$ cat config.mk
export PLATFORM = sky130hd
export DESIGN_NAME = apdc_ram
export DESIGN_NICKNAME = d
export VERILOG_FILES = /design/src/rtl/apdc_ram.sv
export SDC_FILE = /design/constraint.sdc
export NUM_CORES = 2
export LEC_CHECK = 0
export ABC_AREA = 0
export BUFFER_PORTS_ARGS = -buffer_cell sky130_fd_sc_hd__buf_2
export CORE_MARGIN = 10
export CORE_UTILIZATION = 60
export CTS_BUF_LIST = sky130_fd_sc_hd__clkbuf_8
export DETAILED_ROUTE_END_ITERATION = 8
export PLACE_DENSITY_LB_ADDON = 0.12
export REMOVE_ABC_BUFFERS = 1
export SLEW_MARGIN = 30
export SYNTH_ARGS = -nofsm -noshare
export SYNTH_HDL_FRONTEND = slang
export SYNTH_SLANG_ARGS = --single-unit
$ cat constraint.sdc
create_clock -name clk_i -period 4.8 [get_ports clk_i]
set_input_delay 0.24 -clock clk_i [delete_from_list [all_inputs] [get_ports clk_i]]
set_output_delay 0.24 -clock clk_i [all_outputs]
set_load 0.02 [all_outputs]
$ cat src/rtl/apdc_ram.sv
// ----------------------------------------------------------------------------
// apdc_ram
// Byte-wide simple dual-port RAM, one write and one registered read port.
// ----------------------------------------------------------------------------
module apdc_ram #(
  parameter int unsigned Depth = 512,
  parameter int unsigned AddrW = 9
) (
  input  logic             clk_i,
  input  logic             we_i,
  input  logic [AddrW-1:0] waddr_i,
  input  logic [7:0]       wdata_i,
  input  logic             re_i,
  input  logic [AddrW-1:0] raddr_i,
  output logic [7:0]       rdata_o
);

  logic [7:0] mem [Depth];

  always_ff @(posedge clk_i) begin
    if (we_i) begin
      mem[waddr_i] <= wdata_i;
    end
  end

  always_ff @(posedge clk_i) begin
    if (re_i) begin
      rdata_o <= mem[raddr_i];
    end
  end

endmodule
# Yosys cells after proc, flatten, opt, wreduce, memory -nomap -nowiden
# Memories as Yosys holds them, arrays and structs flattened. A register that Yosys moved wholly into a read port is not among the register bits.
# Index checks and enable logic that the tools add are counted.
# op_classes
muxes,2
# op_table
cell,count
1-bit two-way mux,2
# totals
register_bits,0
ramBits,4096
in_bits,29
output_inout_bits,8
elab_cells,3
mem_count,1
# memory_table
memory,depth,width,read_ports,rd_ports_with_merged_regs,wr,line,rtl
mem,512,8,1,1,1,18,logic [7:0] mem [Depth];

# Logic depth before layout (Yosys ltp)
# depth
ltp_word,2
depth_mapped,12
depth_no_buf,7

# Worst setup path after synthesis
# OpenSTA, ideal clock, no wires.
# synth_path
kind,input-to-reg
start,input port raddr_i[0]
end,"register rdata_o[0] (read register of mem), data pin"
setup_ns,0.257
arrival_time_ns,2.094
t_required_ns,4.543
setup_slack_ns,2.449
path_stages,10
n_path_buf,4
cell_sequence,buf_4 -> buf_12 -> buf_12 -> buf_2 -> mux4_2 -> o21ai_0 -> nand3_1 -> nand4_1 -> o21ai_0 -> o2111a_1
# synth_lines
element,line,rtl
"start, declared",14,"input logic [AddrW-1:0] raddr_i,"
"end, declared",15,output logic [7:0] rdata_o

==> out/metrics.yaml <==
setup_path:
  path_depth: 9
  ff2ff_path_depth: 9
  arrival_ps: 4310
  r2r_start: "mem[258][2]"
  r2r_setup_slack_ps: 1540
  slowest_delay_ps: 730
  regToRegEndpoint: "rdata_o[2]"
  path_cells: "mux2i_1 > o221ai_1 > a21oi_1 > nor4_1 > buf_4 > nand4_1 > nor4_2 > buf_4 > o2111a_1"
  cp_top_family: "simple AND/OR/NAND/NOR gates"
  startpoint_type: "flop"
  crit_top_cell: "buf_4"
  crit_slowest_cell: "nor4_2"
  path_max_fanout: 2
  criticalPathCategory: "flop to flop"
  required_ps: 5850
  setup.worst_path.end_class: "flop"
  timing.critical_path.buf_inv: 2
timing:
  layout_min_cycle_time_ps: 3260
  rsz0062_at_grt: "false"
  worst_slew_pin_slew_ps: 1105
  finalMaxSlewViolations: 0
  relSlewSlack_pct: 25.38
  holdWs_ps: 108.0
  fmax_ghz: 0.3068
  hold_viol_final: 0
  period_share_pct: 67.91
  fin_worst_skew_ps: 54.40
  setup_viol: 0
  layout_setup_ws_ps: 1540
cts:
  cts-root-buf: "clkbuf_8"
  clk_latency_ps: 1180
  cts_tree: "built"
  cts-htree-levels: 6
  cts_resized: 0
  cts.clk_slew.worst_paths_ps: 60
  cts_made_buffers: 641
  numClockSinks: 4104
  cts_buffer_depth: 4
  postCtsSetupRepairBufs: 0
detailed_routing:
  routed_via_density: 6.733
  ant_nets: 0
  drt_iter0_drc: 11600
  drc: 0
  dr_total_vias: 83930
  firstDrtPassIters: 8
  routed_wl_um: 413000
  wl_per_cell_um: 33.13
layout:
  syn_to_final_growth_pct: 10.00
  fillers: 17480
  nets: 8475
  final_cell_area_um2: 176000
  layout_commonest_cell: "edfxtp_1"
  final_cell_mix: "edfxtp_1, mux2i_1, mux4_2"
  drive_gt1_share_pct: 19.49
power_and_ir_drop:
  power_report.internal_total_w: 0.05369
  switchingPower_w: 0.01594
  p_leak_nw: 56.45
  power.share.clock_pct: 38.1
  switching_share_pct: 22.89
  ir_worst_vdd_uv: 293.9
  p_comb_share_pct: 5.1
  power_density_nw_per_um2: 395.6
  pwr-share-seq_pct: 56.8
grt:
  grt_pass1_vias: 83530
  antenna_found_initial: 29
  grt_max_degree: 200
  grt_overflow_total: 0
  grt_pass1_wl_um: 595700
  track_usage_pct: 28.39
worst_hold_path:
  hold_class: "input pin to flop"
  holdPathStages: 2
  hold_path_end: "mem[455][1]"
  hp-start: "wdata_i[1]"
place:
  place_congestion: 0.9055
  dpl.hpwl_um: 248000
  io_buffer_count: 36
  place_area_um2: 164600
  dpl_worst_slack_ps: 519.0
synth:
  synth.distinct_cells: 50
  ys_ff_latch: 4104
  avgSynthCellArea_um2: 19.93
  syn_area_um2: 160000
  yosys_warnings: 0
  netlist_instances: 8030
  seq_area_frac_synth_pct: 77.02
  synth_top_area_share_pct: 77.02
  synth_top_area_cell: "edfxtp_1"
  synth_area_leaders: "edfxtp_1, mux4_2, mux2i_1"
floorplanning:
  io_pins: 37
  num_rows: 189
  die_area_um2: 287700
  start_util_pct: 60.31
  die_w_um: 536.4
  coreArea_um2: 265300
  dieHeight_um: 536.4
outcome:
  status: "finished clean"
run:
  drv_cap: 0
state kept, by name, indices dropped and copies added, names as in the netlist:
name     flops
mem       4096
rdata_o      8
area by class of cell:
type	count	area (um^2)	area share (%)
sequential	4104	123200	70.02
multi-input combinational	3410	34060	19.35
clock buffer	647	8905	5.059
tap	3533	4420	2.511
timing repair buffer	286	2969	1.687
clock inverter	466	2366	1.344
antenna	17	42.54	0.02417
inverter	3	18.77	0.01066
layer usage:
layer	track usage (%)	routed length, um	up-vias
li1	-	-	34390
met1	41.01	161400	43770
met2	43.40	193400	4876
met3	5.966	41150	884
met4	10.79	16990	12
met5	0	76	-
through the flow:
| step | setup TNS, ps | utilization, % | std cells | power, W |
|---|---|---|---|---|
| floorplan | -33260 | - | 7517 | 0.04164 |
| global placement | 0 | 62.00 | 11320 | 0.04376 |
| detailed placement | 0 | 62.02 | 11330 | 0.04382 |
| CTS | 0 | 66.30 | 12450 | 0.06988 |
| global route | 0 | 66.33 | 12460 | 0.07164 |
| finish | 0 | 66.34 | 12470 | 0.06963 |
power by group through the flow:
stage / clock network (W) / logic (W) / registers (W)
2_1_floorplan: 0 / 0.00137 / 0.0403
3_3_place_gp: 0 / 0.00348 / 0.0403
3_5_place_dp: 0 / 0.00354 / 0.0403
4_1_cts: 0.0268 / 0.00355 / 0.0395
5_1_grt: 0.0284 / 0.00373 / 0.0395
6_report: 0.0265 / 0.00358 / 0.0395
worst reg2reg max path: stages (launching register included):
cell and delay, ps:
edfxtp_1 330, mux2i_1 100, o221ai_1 320, a21oi_1 240, nor4_1 400, buf_4 230
nand4_1 370, nor4_2 730, buf_4 240, o2111a_1 180
cells by family (layout without fill, tap and decap cells):
logic type / count (synthesis) / in the layout / share of synthesized area (%)
other cells: 0 / 17 / 0
compound gates: 979 / 979 / 4.311
mux: 1451 / 1451 / 14.19
buf+inv: 516 / 1402 / 1.848
flops: 4104 / 4104 / 77.02
simple gates: 980 / 980 / 2.630
timing repair:
action | CTS | global route
setup endpoints to repair | 0 | 0
hold endpoints to repair | 2565 | 0
hold buffers | 9 | 0
synth_stat cells, drive strengths merged:
cell type  count
a22o           5
a21oi        194
or2            5
nand2        111
or3            6
nand3b         1
mux2i        797
o21ai        119
a211oi        17
nor4          36
mux4         654
a2111oi        3
o31ai         13
nor4b          1
nand4         32
nor3b          8
a31oi          2
a221oi         1
o22a           3
o211ai         2
nor3         109
o41ai          7
nand2b         4
clkbuf       265
a22oi         61
inv            3
buf          248
nand3         36
and3           4
and2          20
edfxtp      4104
o311a          1
o2111a         8
o221ai       372
nor2b          6
o22ai        163
o311ai         6
and3b          4
a211o          2
nor2         597
worst max-delay path by stage:
stage | end | startpoint | slack, ps
2_1_floorplan | rdata_o[6] | raddr_i[2] | -4210
3_3_place_gp | rdata_o[7] | raddr_i[4] | 440
3_5_place_dp | rdata_o[3] | raddr_i[2] | 520
4_1_cts | rdata_o[2] | mem[258][2] | 1670
5_1_grt | rdata_o[3] | mem[267][3] | 1550
6_report | rdata_o[2] | mem[258][2] | 1540
Power figures use the tool's default switching activity.
